## src/rtl/mlpr_pkg.sv

```systemverilog
// Package for the multiplexed length-prefixed packet receiver.
// Holds item types, command and result codes and the port count.
// No dependencies.
`default_nettype none
package mlpr_pkg;

    localparam int unsigned PORT_COUNT = 8;
    localparam logic [7:0] TIMEOUT_RESET = 8'd10;
    localparam logic [7:0] IDLE_MAX = 8'd255;

    localparam logic [1:0] CMD_ACTIVITY = 2'd0;
    localparam logic [1:0] CMD_BYTE = 2'd1;
    localparam logic [1:0] CMD_TICK = 2'd2;

    localparam logic [1:0] KIND_DATA = 2'd0;
    localparam logic [1:0] KIND_START = 2'd1;
    localparam logic [1:0] KIND_ABORT = 2'd2;
    localparam logic [1:0] KIND_EMPTY = 2'd3;

    typedef struct packed {
        logic [1:0] cmd;
        logic [2:0] port;
        logic       line_low;
        logic [7:0] data_byte;
        logic       tx_pending;
        logic [2:0] tx_port;
        logic       lock_active;
        logic [2:0] lock_port;
    } mlpr_in_t;

    typedef struct packed {
        logic [1:0] kind;
        logic [2:0] out_port;
        logic [7:0] out_data;
        logic       last;
    } mlpr_out_t;

endpackage
`default_nettype wire

```

## src/rtl/mlpr_core.sv

```systemverilog
// Receiver state and per-item update: one item handled per accept.
// Holds the timeout register. Depends on mlpr_pkg.
`default_nettype none
module mlpr_core (
    input  wire logic             clk,
    input  wire logic             rst_n,
    input  wire logic             accept,
    input  wire mlpr_pkg::mlpr_in_t item,
    input  wire logic             cfg_we,
    input  wire logic [7:0]       cfg_data,
    output logic                  res_valid,
    output mlpr_pkg::mlpr_out_t   res
);
    import mlpr_pkg::*;

    logic       receiving_reg, receiving_next;
    logic       length_known_reg, length_known_next;
    logic [7:0] packet_length_reg, packet_length_next;
    logic [7:0] byte_index_reg, byte_index_next;
    logic [7:0] idle_ticks_reg, idle_ticks_next;
    logic [2:0] selected_port_reg, selected_port_next;
    logic [7:0] timeout_reg;

    logic [7:0] index_inc;
    logic [7:0] idle_inc;
    logic       port_ok;

    assign index_inc = byte_index_reg + 8'd1;
    assign idle_inc  = (idle_ticks_reg < IDLE_MAX) ? idle_ticks_reg + 8'd1 : idle_ticks_reg;
    assign port_ok   = 32'(item.port) < PORT_COUNT;

    always_comb
    begin
        receiving_next     = receiving_reg;
        length_known_next  = length_known_reg;
        packet_length_next = packet_length_reg;
        byte_index_next    = byte_index_reg;
        idle_ticks_next    = idle_ticks_reg;
        selected_port_next = selected_port_reg;
        res_valid          = 1'b0;
        res.kind           = KIND_DATA;
        res.out_data       = 8'd0;
        res.last           = 1'b0;
        case (item.cmd)
            CMD_ACTIVITY:
            begin
                if (!receiving_reg && item.line_low && port_ok
                    && !(item.tx_pending && item.port != item.tx_port)
                    && !(item.lock_active && item.port != selected_port_reg))
                begin
                    selected_port_next = item.port;
                    receiving_next     = 1'b1;
                    length_known_next  = 1'b0;
                    packet_length_next = 8'd0;
                    byte_index_next    = 8'd0;
                    idle_ticks_next    = 8'd0;
                    res_valid          = 1'b1;
                    res.kind           = KIND_START;
                end
            end
            CMD_BYTE:
            begin
                if (receiving_reg)
                begin
                    idle_ticks_next = 8'd0;
                    if (!length_known_reg)
                    begin
                        packet_length_next = item.data_byte;
                        length_known_next  = 1'b1;
                        byte_index_next    = 8'd0;
                        if (item.data_byte == 8'd0)
                        begin
                            receiving_next = 1'b0;
                            res_valid      = 1'b1;
                            res.kind       = KIND_EMPTY;
                        end
                    end
                    else
                    begin
                        byte_index_next = index_inc;
                        res_valid       = 1'b1;
                        res.kind        = KIND_DATA;
                        res.out_data    = item.data_byte;
                        if (index_inc >= packet_length_reg)
                        begin
                            receiving_next = 1'b0;
                            res.last       = 1'b1;
                        end
                    end
                end
            end
            CMD_TICK:
            begin
                if (receiving_reg)
                begin
                    idle_ticks_next = idle_inc;
                    if (idle_inc >= timeout_reg)
                    begin
                        receiving_next  = 1'b0;
                        idle_ticks_next = 8'd0;
                        res_valid       = 1'b1;
                        res.kind        = KIND_ABORT;
                    end
                end
            end
            default:
            begin
            end
        endcase
        res.out_port = selected_port_next;
    end

    always_ff @(posedge clk or negedge rst_n)
    begin
        if (!rst_n)
        begin
            receiving_reg     <= 1'b0;
            length_known_reg  <= 1'b0;
            packet_length_reg <= 8'd0;
            byte_index_reg    <= 8'd0;
            idle_ticks_reg    <= 8'd0;
            selected_port_reg <= 3'd0;
            timeout_reg       <= TIMEOUT_RESET;
        end
        else
        begin
            if (cfg_we)
            begin
                timeout_reg <= cfg_data;
            end
            if (accept)
            begin
                receiving_reg     <= receiving_next;
                length_known_reg  <= length_known_next;
                packet_length_reg <= packet_length_next;
                byte_index_reg    <= byte_index_next;
                idle_ticks_reg    <= idle_ticks_next;
                selected_port_reg <= selected_port_next;
            end
        end
    end

endmodule
`default_nettype wire

```

## src/rtl/mlpr_out_buf.sv

```systemverilog
// Two-entry result buffer: output register plus one skid slot.
// Depends on mlpr_pkg.
`default_nettype none
module mlpr_out_buf (
    input  wire logic               clk,
    input  wire logic               rst_n,
    input  wire logic               push,
    input  wire mlpr_pkg::mlpr_out_t din,
    output logic                    full,
    output logic                    result_valid,
    input  wire logic               result_stall,
    output mlpr_pkg::mlpr_out_t     result
);
    import mlpr_pkg::*;

    mlpr_out_t  slot0_reg;
    mlpr_out_t  slot1_reg;
    logic [1:0] count_reg;
    logic       pop;

    assign result_valid = count_reg != 2'd0;
    assign result       = slot0_reg;
    assign full         = count_reg == 2'd2;
    assign pop          = result_valid && !result_stall;

    always_ff @(posedge clk or negedge rst_n)
    begin
        if (!rst_n)
        begin
            count_reg <= 2'd0;
        end
        else
        begin
            if (push && !pop)
            begin
                count_reg <= count_reg + 2'd1;
            end
            else if (pop && !push)
            begin
                count_reg <= count_reg - 2'd1;
            end
        end
    end

    always_ff @(posedge clk)
    begin
        if (push && pop)
        begin
            if (count_reg == 2'd1)
            begin
                slot0_reg <= din;
            end
            else
            begin
                slot0_reg <= slot1_reg;
                slot1_reg <= din;
            end
        end
        else if (pop)
        begin
            slot0_reg <= slot1_reg;
        end
        else if (push)
        begin
            if (count_reg == 2'd0)
            begin
                slot0_reg <= din;
            end
            else
            begin
                slot1_reg <= din;
            end
        end
    end

endmodule
`default_nettype wire

```

## src/rtl/muxed_length_prefixed_packet_receiver.sv

```systemverilog
// Multiplexed length-prefixed packet receiver, top level.
// Results are registered: each result passes through the output buffer before it appears on result.
// Throughput: one item per cycle; input stalls only when both result slots are full.
// Reset: asynchronous active low; idle, port 0, timeout 10 ticks, buffer empty.
// Depends on mlpr_pkg, mlpr_core, mlpr_out_buf.
`default_nettype none
module muxed_length_prefixed_packet_receiver (
    input  wire logic                clk,
    input  wire logic                rst_n,
    input  wire logic                item_valid,
    output logic                     item_stall,
    input  wire mlpr_pkg::mlpr_in_t  item,
    output logic                     result_valid,
    input  wire logic                result_stall,
    output mlpr_pkg::mlpr_out_t      result,
    input  wire logic                cfg_we,
    input  wire logic [7:0]          cfg_data
);
    import mlpr_pkg::*;

    logic      accept;
    logic      res_valid;
    logic      full;
    mlpr_out_t res;

    assign item_stall = full;
    assign accept     = item_valid && !full;

    mlpr_core u_core (
        .clk       (clk),
        .rst_n     (rst_n),
        .accept    (accept),
        .item      (item),
        .cfg_we    (cfg_we),
        .cfg_data  (cfg_data),
        .res_valid (res_valid),
        .res       (res)
    );

    mlpr_out_buf u_out_buf (
        .clk          (clk),
        .rst_n        (rst_n),
        .push         (accept && res_valid),
        .din          (res),
        .full         (full),
        .result_valid (result_valid),
        .result_stall (result_stall),
        .result       (result)
    );

endmodule
`default_nettype wire
```

## config.mk

```make
export PLATFORM = sky130hd
export DESIGN_NAME = muxed_length_prefixed_packet_receiver
export DESIGN_NICKNAME = d
export VERILOG_FILES = /design/src/rtl/mlpr_pkg.sv /design/src/rtl/mlpr_core.sv /design/src/rtl/mlpr_out_buf.sv /design/src/rtl/muxed_length_prefixed_packet_receiver.sv
export SDC_FILE = /design/constraint.sdc
export NUM_CORES = 1
export LEC_CHECK = 0
export BUFFER_PORTS_ARGS = -buffer_cell sky130_fd_sc_hd__clkbuf_2
export CAP_MARGIN = 15
export CORE_ASPECT_RATIO = 1.75
export CORE_UTILIZATION = 42
export CTS_CLUSTER_SIZE = 25
export DETAILED_ROUTE_END_ITERATION = 6
export PLACE_DENSITY = 0.63
export SYNTH_ARGS = -nofsm -noshare
export SYNTH_HDL_FRONTEND = slang
export SYNTH_HIERARCHICAL = 1
export SYNTH_SLANG_ARGS = --single-unit
```

## constraint.sdc

```tcl
create_clock -name clk -period 6.1 [get_ports clk]
set_input_delay 0.305 -clock clk [delete_from_list [all_inputs] [get_ports clk]]
set_output_delay 0.305 -clock clk [all_outputs]
set_load 0.01 [all_outputs]
```

---- Word-level counts from Yosys, hierarchy flattened ----
Index checks and enable logic that the tools add are counted.
storage, ports and cells
  register bits ........................... 67
  bits in latches ......................... 0
  RAM bits ................................ 0
  bits in read-only memories .............. 0
  input port bits ......................... 35
  output and inout port bits .............. 16
  logic and storage cells ................. 125
  memories ................................ 0
cells by class
  $add $sub $neg .......................... 4
  multipliers ............................. 0
  div/mod/pow operators ................... 0
  $lt $le $gt $ge ......................... 3
  equality and inequality tests ........... 13
  shift operators ......................... 0
  multiplexer cells ....................... 55
  bitwise logic cells ..................... 0
  reduce and logical (&&, ||, !) cells .... 34
operators with widths
  cell                                                   count
  two-way mux 14 bit                                     10
  two-way mux 8 bit                                      9
  one-hot mux 8 bit (2 select lines)                     2
  two-way mux 9 bit                                      3
  one-hot mux 8 bit (3 select lines)                     1
  two-way mux 1 bit                                      17
  adder 8 x 1 -> 8 bit, second input constant            2
  >= comparator 8 bit                                    2
  two-way mux 2 bit                                      7
  logical AND 1 bit                                      11
  AND reduction 5 bit                                    2
  nonzero test 3 bit                                     3
  zero test 8 bit                                        1
  less-than comparator 8 bit, second input constant      1
  inequality test 2 x 1 -> 1 bit, second input constant  4
  AND reduction 4 bit                                    2
  nonzero test 2 bit                                     4
  zero test 1 bit                                        7
  two-way mux 3 bit                                      2
  inequality test 2 bit, second input constant           3
  inequality test 3 bit                                  2
  one-hot mux 1 bit (3 select lines)                     2
  one-hot mux 2 bit (3 select lines)                     1
  == test 2 x 1 -> 1 bit, second input constant          2
  other kinds (7)                                        9

---- Depth between registers and ports, before layout ----
Gate-level depths: netlist of run 1.
  depth in word-level cells ............... 12
  gate-level depth with buffers ........... 14
  gate-level depth less buffers ........... 14

---- Modules after synthesis ----
Netlist of run 1, hierarchy kept.
modules (own cells, without submodules)
  module                                 times used  cells each  area each (µm²)  sequential area each (µm²)
  mlpr_core                              1           271         2566.2           928.4
  mlpr_out_buf                           1           62          1196.1           890.9
  muxed_length_prefixed_packet_receiver  1           2           15.0             0.0

---- Worst setup path after synthesis of run 1 ----
Ideal clock, no wire load.
  path kind ............................... flip-flop to flip-flop
  from .................................... register u_core.idle_ticks_reg[0]
  to ...................................... register u_out_buf/slot1_reg[0] (netlist bit), enable pin
  library setup time ...................... 0.407 ns
  arrival ................................. 3.965 ns
  data required time ...................... 5.693 ns
  slack ................................... 1.728 ns
  cell stages (with the launch flop) ...... 13
  path buffers ............................ 0
  period minus slack after synthesis ...... 4.372 ns
  cell sequence ........................... dfrtp_1 -> ha_1 -> and2_1 -> nand4_1 -> mux2_2 -> ha_1 -> a21oi_1 -> o311ai_2 -> nand4_1 -> a21oi_1 -> and3b_1 -> inv_1 -> a211oi_1
between the ends
  cells in the longest elaborated chain, start to end .. 10
  elaborated cells between the ends (all ways) .. 14
  those cells by class .................... add/sub (1); order compare (2); eq/ne (3); mux (4); reduce/logical (4)
ends and longest elaborated chain
  what                                                                RTL line                                     RTL
  start: declaration                                                  mlpr_core.sv:20                              logic [7:0] idle_ticks_reg, idle_ticks_next;
  start signal: assignment                                            mlpr_core.sv:137                             idle_ticks_reg <= idle_ticks_next;
  adder 8 x 1 -> 8 bit or less-than comparator 8 bit (tied branches)  mlpr_core.sv:29                              assign idle_inc = (idle_ticks_reg < IDLE_MAX) ? idle_ticks_reg + 8'd1 : idle_ticks_reg;
  two-way mux 8 bit *                                                 mlpr_core.sv:29
  >= comparator 8 bit *                                               mlpr_core.sv:97                              if (idle_inc >= timeout_reg)
  two-way mux 1 bit *                                                 mlpr_core.sv:97
  two-way mux 1 bit *                                                 mlpr_core.sv:94                              if (receiving_reg)
  one-hot mux 1 bit (3 select lines) *                                mlpr_core.sv:44                              case (item.cmd)
  net res_valid                                                       muxed_length_prefixed_packet_receiver.sv:22  logic res_valid;
  logical AND 1 bit *                                                 muxed_length_prefixed_packet_receiver.sv:43  .push (accept && res_valid),
  logical AND 1 bit                                                   mlpr_out_buf.sv:47                           if (push && pop)
  inequality test 2 bit (no source line) (tied with other cells)      --
  AND reduction 4 bit (no source line) *                              --
  end signal: assignment                                              mlpr_out_buf.sv:56                           slot1_reg <= din;
  end signal: assignment                                              mlpr_out_buf.sv:71                           slot1_reg <= din;
  end: declaration                                                    mlpr_out_buf.sv:17                           mlpr_out_t slot1_reg;
The timed path passes the listed nets; every way through them passes the cells marked *.
A chain may end at the register's enable or synchronous reset.

---- Final worst setup path of run 1 ----
  from .................................... register u_core.idle_ticks_reg[0]
  to ...................................... register u_out_buf.slot0_reg (netlist bit u_out_buf/result[6]), data pin
between the ends
  cells in the longest elaborated chain, start to end .. 9
  elaborated cells between the ends (all ways) .. 10
  those cells by class .................... add/sub (1); order compare (2); mux (5); reduce/logical (2)
ends and longest elaborated chain
  what                                                                RTL line                                     RTL
  adder 8 x 1 -> 8 bit or less-than comparator 8 bit (tied branches)  mlpr_core.sv:29
  two-way mux 8 bit *                                                 mlpr_core.sv:29
  >= comparator 8 bit *                                               mlpr_core.sv:97
  two-way mux 1 bit *                                                 mlpr_core.sv:97
  two-way mux 1 bit *                                                 mlpr_core.sv:94
  one-hot mux 1 bit (3 select lines) *                                mlpr_core.sv:44
  net res_valid                                                       muxed_length_prefixed_packet_receiver.sv:22
  logical AND 1 bit *                                                 muxed_length_prefixed_packet_receiver.sv:43
  logical AND 1 bit *                                                 mlpr_out_buf.sv:47
  two-way mux 14 bit *                                                mlpr_out_buf.sv:47
  end signal: assignment                                              mlpr_out_buf.sv:51                           slot0_reg <= din;
  end signal: assignment                                              mlpr_out_buf.sv:55                           slot0_reg <= slot1_reg;
  end signal: assignment                                              mlpr_out_buf.sv:61                           slot0_reg <= slot1_reg;
  end: declaration                                                    mlpr_out_buf.sv:16                           mlpr_out_t slot0_reg;
Marked as above.

==> flow_summary.json, run 1 <==
{
  "outcome": "finished, final reports clean",
  "pwr-share-seq": 0.409,
  "intPower_mw": 1.04,
  "cts_resized": 0,
  "synth_ff_type": "dfrtp_1",
  "drtIter0Drc": 78,
  "clk_pin_slew_ns": 0.05,
  "area_growth_pct": 18.3,
  "syn_area_per_cell_um2": 11.3,
  "core_um2": 8730,
  "num_io_pins": 51,
  "overflow": 0,
  "max_stage_delay_ns": 0.66,
  "crit_family": "simple AND/OR/NAND/NOR gates",
  "dieHeight_um": 127,
  "wl_per_cell_um": 14.8,
  "nets": 454,
  "place.gp.congestion": 0.793,
  "seq_area_frac_synth": 0.482,
  "synth_top_cell_area_share": 0.245,
  "dp_hpwl_um": 5780,
  "fin_crit_ns": 4.54,
  "drc_errors": 0,
  "period_share": 0.744,
  "wirelength_um": 7620,
  "async_reset_ff_frac": 0.582,
  "cts_setup_buffers": 0,
  "ir_drop_mv": 0.150,
  "cap_violations": 0,
  "slowest_stage": "a211oi_4",
  "clock_latency_ns": 0.33,
  "report.final.slew_viol_count": 0,
  "netlist_area_um2": 3780,
  "rsz0062_at_grt": "no",
  "synth_cell_types": 56,
  "place_ws_ns": 1.51,
  "synth_nets": 397,
  "grt_pass1_vias": 2870,
  "yosys-top-cells-area": "dfrtp_1, edfxtp_1, ha_1",
  "startpoint_type": "flip-flop",
  "synth_top_cell_by_area": "dfrtp_1",
  "dr.pass1.iters": 4,
  "cp.arrival_ns": 4.62,
  "worstMarginPinSlew_ns": 0.888,
  "power_switching_mw": 0.461,
  "power_density_nw_per_um2": 335,
  "root_buffer": "clkbuf_16",
  "crit_type": "reg2reg",
  "fin_skew_ns": 0.00618,
  "synth_warnings": 6,
  "portBuffers": 47,
  "crit_required_ns": 6.18,
  "combPwrFrac": 0.273,
  "ys_ff_latch": 67,
  "max_slew_margin": 0.406,
  "worstSetupEndpointType": "flip-flop",
  "max-clock-path-buffers": 2,
  "setup_viol": 0,
  "synth_edf_count": 28,
  "switching_share": 0.308,
  "fin_cells": 514,
  "p_leak_nw": 2.03,
  "grt_pass1_wl_um": 13000,
  "setup_ws_ns": 1.56,
  "cts_tree": "built",
  "place_area_um2": 4150,
  "via_per_inst": 5.30,
  "die_area_um2": 9390,
  "htree_num_levels": 3,
  "drive_gt1_frac": 0.257,
  "design_area_um2": 4470,
  "timing.final.hold_violations": 0,
  "clockPowerShare": 0.318,
  "grt_max_degree": 40,
  "die_w_um": 73.7,
  "max_freq_mhz": 220,
  "cts_buffers": 9,
  "dp_cells": 496,
  "start_util": 0.433,
  "antenna_cells": 0,
  "grt_antenna_before_repair": 0,
  "syn_inst": 335,
  "fp-row-count": 45,
  "p_total_mw": 1.50,
  "cts_sinks": 67,
  "grt_usage": 0.184,
  "vias": 2724,
  "cp_cell_sequence": "ha_1 > and2_1 > nand4_1 > mux2_2 > ha_1 > or4_1 > a21oi_1 > o311ai_2 > nand4_1 > a21oi_1 > and3b_1 > a211oi_4 > mux2_2",
  "crit_buf_inv": 0,
  "fin_tns_setup_ns": 0,
  "path_max_fanout": 14,
  "postRouteAntennaNets": 0,
  "fillerInstances": 785,
  "hold_path_class": "in2reg"
}
-- power groups by stage --
stage | Sequential, mW | Clock [mW] | Combinational (mW)
3_3_place_gp | 0.615 | 0 | 0.402
5_1_grt | 0.624 | 0.504 | 0.469
6_report | 0.612 | 0.477 | 0.409
4_1_cts | 0.612 | 0.487 | 0.414
2_1_floorplan | 0.628 | 0 | 0.279
3_5_place_dp | 0.620 | 0 | 0.412
-- logic make-up after synthesis --
logic type	after synthesis	synth area share
DFF	67	0.482
and+or+nand+nor	92	0.131
AOI/OAI and AO/OA	77	0.152
xor gates and xnor gates	17	0.0394
buffers and inverters	31	0.0331
adders and majority gates	27	0.0894
muxes	24	0.0742
-- final timing paths --
| path | to | slack (ns) | from | cells after the start |
|---|---|---|---|---|
| worst max register to register | u_out_buf/result[6] | 1.56 | u_core/idle_ticks_reg[0] | 13 |
| worst min register to register | u_core/packet_length_reg[7] | 0.50 | u_core/packet_length_reg[7] | 1 |
| worst min-delay path | u_core/timeout_reg[1] | 0.18 | cfg_data[1] | 3 |
| worst max-delay path | u_out_buf/result[6] | 1.56 | u_core/idle_ticks_reg[0] | 13 |
| min in group asynchronous | u_core/packet_length_reg[1] | 0.47 | rst_n | 2 |
| max in group asynchronous | u_core/timeout_reg[1] | 5.05 | rst_n | 3 |
-- per-stage QoR --
| step | util | hold WS (ns) |
|---|---|---|
| floorplan | - | 0.00941 |
| CTS | 0.508 | 0.169 |
| finish | 0.512 | 0.180 |
| detailed placement | 0.476 | 0.485 |
| global placement | 0.476 | 0.486 |
| global route | 0.512 | 0.192 |
-- synthesized netlist by cell type (all sizes together) (3+ instances only) --
master / count
a21o: 3
a21oi: 12
a22o: 12
a31oi: 4
a32o: 6
and2: 9
and3: 3
clkbuf: 3
dfrtp: 37
edfxtp: 28
ha: 27
inv: 26
mux2: 23
nand2: 20
nand2b: 3
nand3: 12
nand4: 4
nor2: 17
nor2b: 6
nor3: 5
o211ai: 4
o21ai: 17
o31ai: 3
or3: 3
or4: 4
xnor2: 11
xor2: 6
-- final cells by class --
type,instances,area (um^2),share of cell area
repair buffers,51,288,0.0644
clock buffers,10,239,0.0535
flip-flops and latches,67,1820,0.407
clock inverters,6,40.0,0.00896
multi-input cells,237,1840,0.411
inverters,26,97.6,0.0218
well taps,117,146,0.0328
-- cells in the final DEF, fill, tap and decap left out, drive strengths merged, types with 4 or more instances in the layout --
master   n
a21oi   12
a22o    12
a31oi    4
a32o     6
and2     9
clkbuf  57
clkinv   4
dfrtp   37
edfxtp  28
ha      27
inv     27
mux2    23
nand2   20
nand3   12
nand4    4
nor2    17
nor2b    6
nor3     5
o211ai   4
o21ai   17
or4      4
xnor2   11
xor2     6
-- metal layers --
layer,wire [um],GRT usage,up-vias
met4,155,0.0769,0
met2,4270,0.345,52
met1,2960,0.189,1302
li1,-,-,1359
met3,228,0.0410,11
met5,0,0,-
-- what timing repair did --
item / CTS / global route
hold buffers: 0 / 1
endpoints found under the hold margin: 0 / 16
endpoints found under the setup margin: 0 / 0
-- worst register-to-register path, stage by stage, from the launching register on --
cell and delay [ns]:
dfrtp_1 0.43, ha_1 0.29, and2_1 0.23, nand4_1 0.23, mux2_2 0.37, ha_1 0.17
or4_1 0.50, a21oi_1 0.21, o311ai_2 0.28, nand4_1 0.20, a21oi_1 0.08, and3b_1 0.22
a211oi_4 0.66, mux2_2 0.42
Power figures use the tool's default switching activity.
==> inputs of run 2 (changes only) <==
- PLACE_DENSITY: 0.63 -> 0.66
- clock period: 6.1 -> 3.7 ns (I/O delays scaled with it)
==> run 2 against run 1 <==
  * Fmax is 26% higher
  * Register-to-register slack worse by 1.5 ns
  * Sequential share of layout area is 1.8 points lower
  * Critical path depth is 2 higher
  * Clock skew hardly changed
  * Combinational power is 100% higher
  * First-iteration DRC count is 37% higher
==> flow_summary.json, run 2 (same netlist as run 1, synthesis figures left out) <==
{
  "place.gp.congestion": 0.863,
  "worstSetupEndpointType": "flip-flop",
  "rr_startpoint": "u_core/idle_ticks_reg[1]",
  "ir_drop_mv": 0.317,
  "overflow": 0,
  "cap_violations": 0,
  "grt_usage": 0.181,
  "finish.utilization": 0.536,
  "layout_commonest_cell": "clkbuf_2",
  "cts_buffers": 9,
  "dp_cells": 503,
  "dp_hpwl_um": 5910,
  "startpoint_type": "flip-flop",
  "slowest_stage": "dfrtp_2",
  "period_share": 0.975,
  "num_io_pins": 51,
  "antenna_cells": 0,
  "clk_pin_slew_ns": 0.05,
  "crit_family": "simple AND/OR/NAND/NOR gates",
  "drtIter0Drc": 107,
  "wl_per_cell_um": 15.1,
  "cp.arrival_ns": 3.69,
  "place_ws_ns": 0.0553,
  "setup_viol": 0,
  "mostFrequentLayoutCells": "clkbuf_2, dfrtp_1, edfxtp_1, inv_1, ha_1",
  "via_per_inst": 5.40,
  "fin_crit_ns": 3.61,
  "die_area_um2": 9390,
  "worstMarginPinSlew_ns": 1.02,
  "dr.pass1.iters": 4,
  "grt_pass1_wl_um": 12800,
  "drc_errors": 0,
  "grt_antenna_before_repair": 0,
  "htree_num_levels": 3,
  "fp-row-count": 45,
  "dieHeight_um": 127,
  "area_growth_pct": 23.9,
  "max_slew_margin": 0.323,
  "fin_cells": 524,
  "outcome": "finished, final reports clean",
  "max_stage_delay_ns": 0.43,
  "crit_type": "reg2reg",
  "report.final.slew_viol_count": 0,
  "p_total_mw": 2.71,
  "max-clock-path-buffers": 2,
  "grt_max_degree": 40,
  "vias": 2829,
  "wirelength_um": 7890,
  "setup_ws_ns": 0.0921,
  "crit_required_ns": 3.78,
  "fin_skew_ns": 0.00617,
  "holdWs_ns": 0.0235,
  "cts_tree": "built",
  "power_density_nw_per_um2": 580,
  "hold_path_class": "in2async",
  "worstSetupStartpoint": "u_core/idle_ticks_reg[1]",
  "max_freq_mhz": 277,
  "clock_latency_ns": 0.33,
  "postRouteAntennaNets": 0,
  "cts_sinks": 67,
  "path_max_fanout": 7,
  "root_buffer": "clkbuf_16",
  "timing.final.hold_violations": 0,
  "drive_gt1_frac": 0.300,
  "core_um2": 8730,
  "crit_buf_inv": 2,
  "grt_pass1_vias": 2794,
  "cpMostUsedCell": "nand4_1",
  "nets": 464,
  "cp_cell_sequence": "ha_4 > and2_4 > nand4_1 > mux2_4 > ha_2 > or4_4 > a21oi_4 > o311ai_4 > nand4_1 > a21oi_2 > and3b_2 > a211oi_4 > buf_6 > clkbuf_16 > mux2_2",
  "portBuffers": 47,
  "p_leak_nw": 2.10,
  "start_util": 0.433,
  "die_w_um": 73.7
}
run 2: cell count changes in the layout (fill, tap and decap cells not counted), moves of 2 or more:
cell,change
bufinv_16,+2
buf_12,+3
clkinv_2,-2
buf_4,+7
ha_1,-2
a21oi_1,-2
run 2: layer usage:
layer  GRT usage  up-vias  routed length, um
met5           0        -                  0
met4      0.0950        0                214
met3      0.0418       14                214
met2       0.329       58               4500
met1       0.186     1384               2960
li1            -     1373                  -
run 2: layout make-up:
cell class | instances | area [um^2]
clock buffers | 9 | 225
clock inverters | 7 | 92.6
fillers | 781 | 4050
inverters | 26 | 97.6
multi-input cells | 237 | 1900
flip-flops and latches | 67 | 1820
well taps | 117 | 146
repair buffers | 61 | 399
run 2: path summary, 6_finish.rpt:
kind | depth (start not counted) | end | slack, ns
setup / recovery | 15 | u_out_buf/result[9] | 0.09
hold / removal | 1 | u_core/idle_ticks_reg[7] | 0.02
setup reg to reg | 15 | u_out_buf/result[9] | 0.09
hold reg to reg | 1 | u_core/packet_length_reg[7] | 0.50
max in group asynchronous | 1 | u_core/idle_ticks_reg[1] | 2.99
min in group clk | 3 | u_core/timeout_reg[3] | 0.06
run 2: where the power goes:
group	total [mW]	leakage [nW]	switching [mW]	internal, mW
sequential	1.01	0.776	0.0722	0.934
clock	0.892	0.149	0.306	0.586
combinational	0.817	1.18	0.419	0.398
total	2.71	2.10	0.797	1.92
run 2: stage by stage:
step | area [um^2] | setup TNS (ns)
after floorplan | 3820 | 0
after global placement | 4280 | 0
after detailed placement | 4280 | 0
after CTS | 4600 | 0
after global routing | 4680 | -0.0322
final | 4680 | 0
run 2: what timing repair did:
| item | CTS | global route |
|---|---|---|
| buffers inserted | 0 | 4 |
| setup endpoints to repair | 0 | 14 |
| resized for setup | 0 | 7 |
| hold buffers | 0 | 0 |
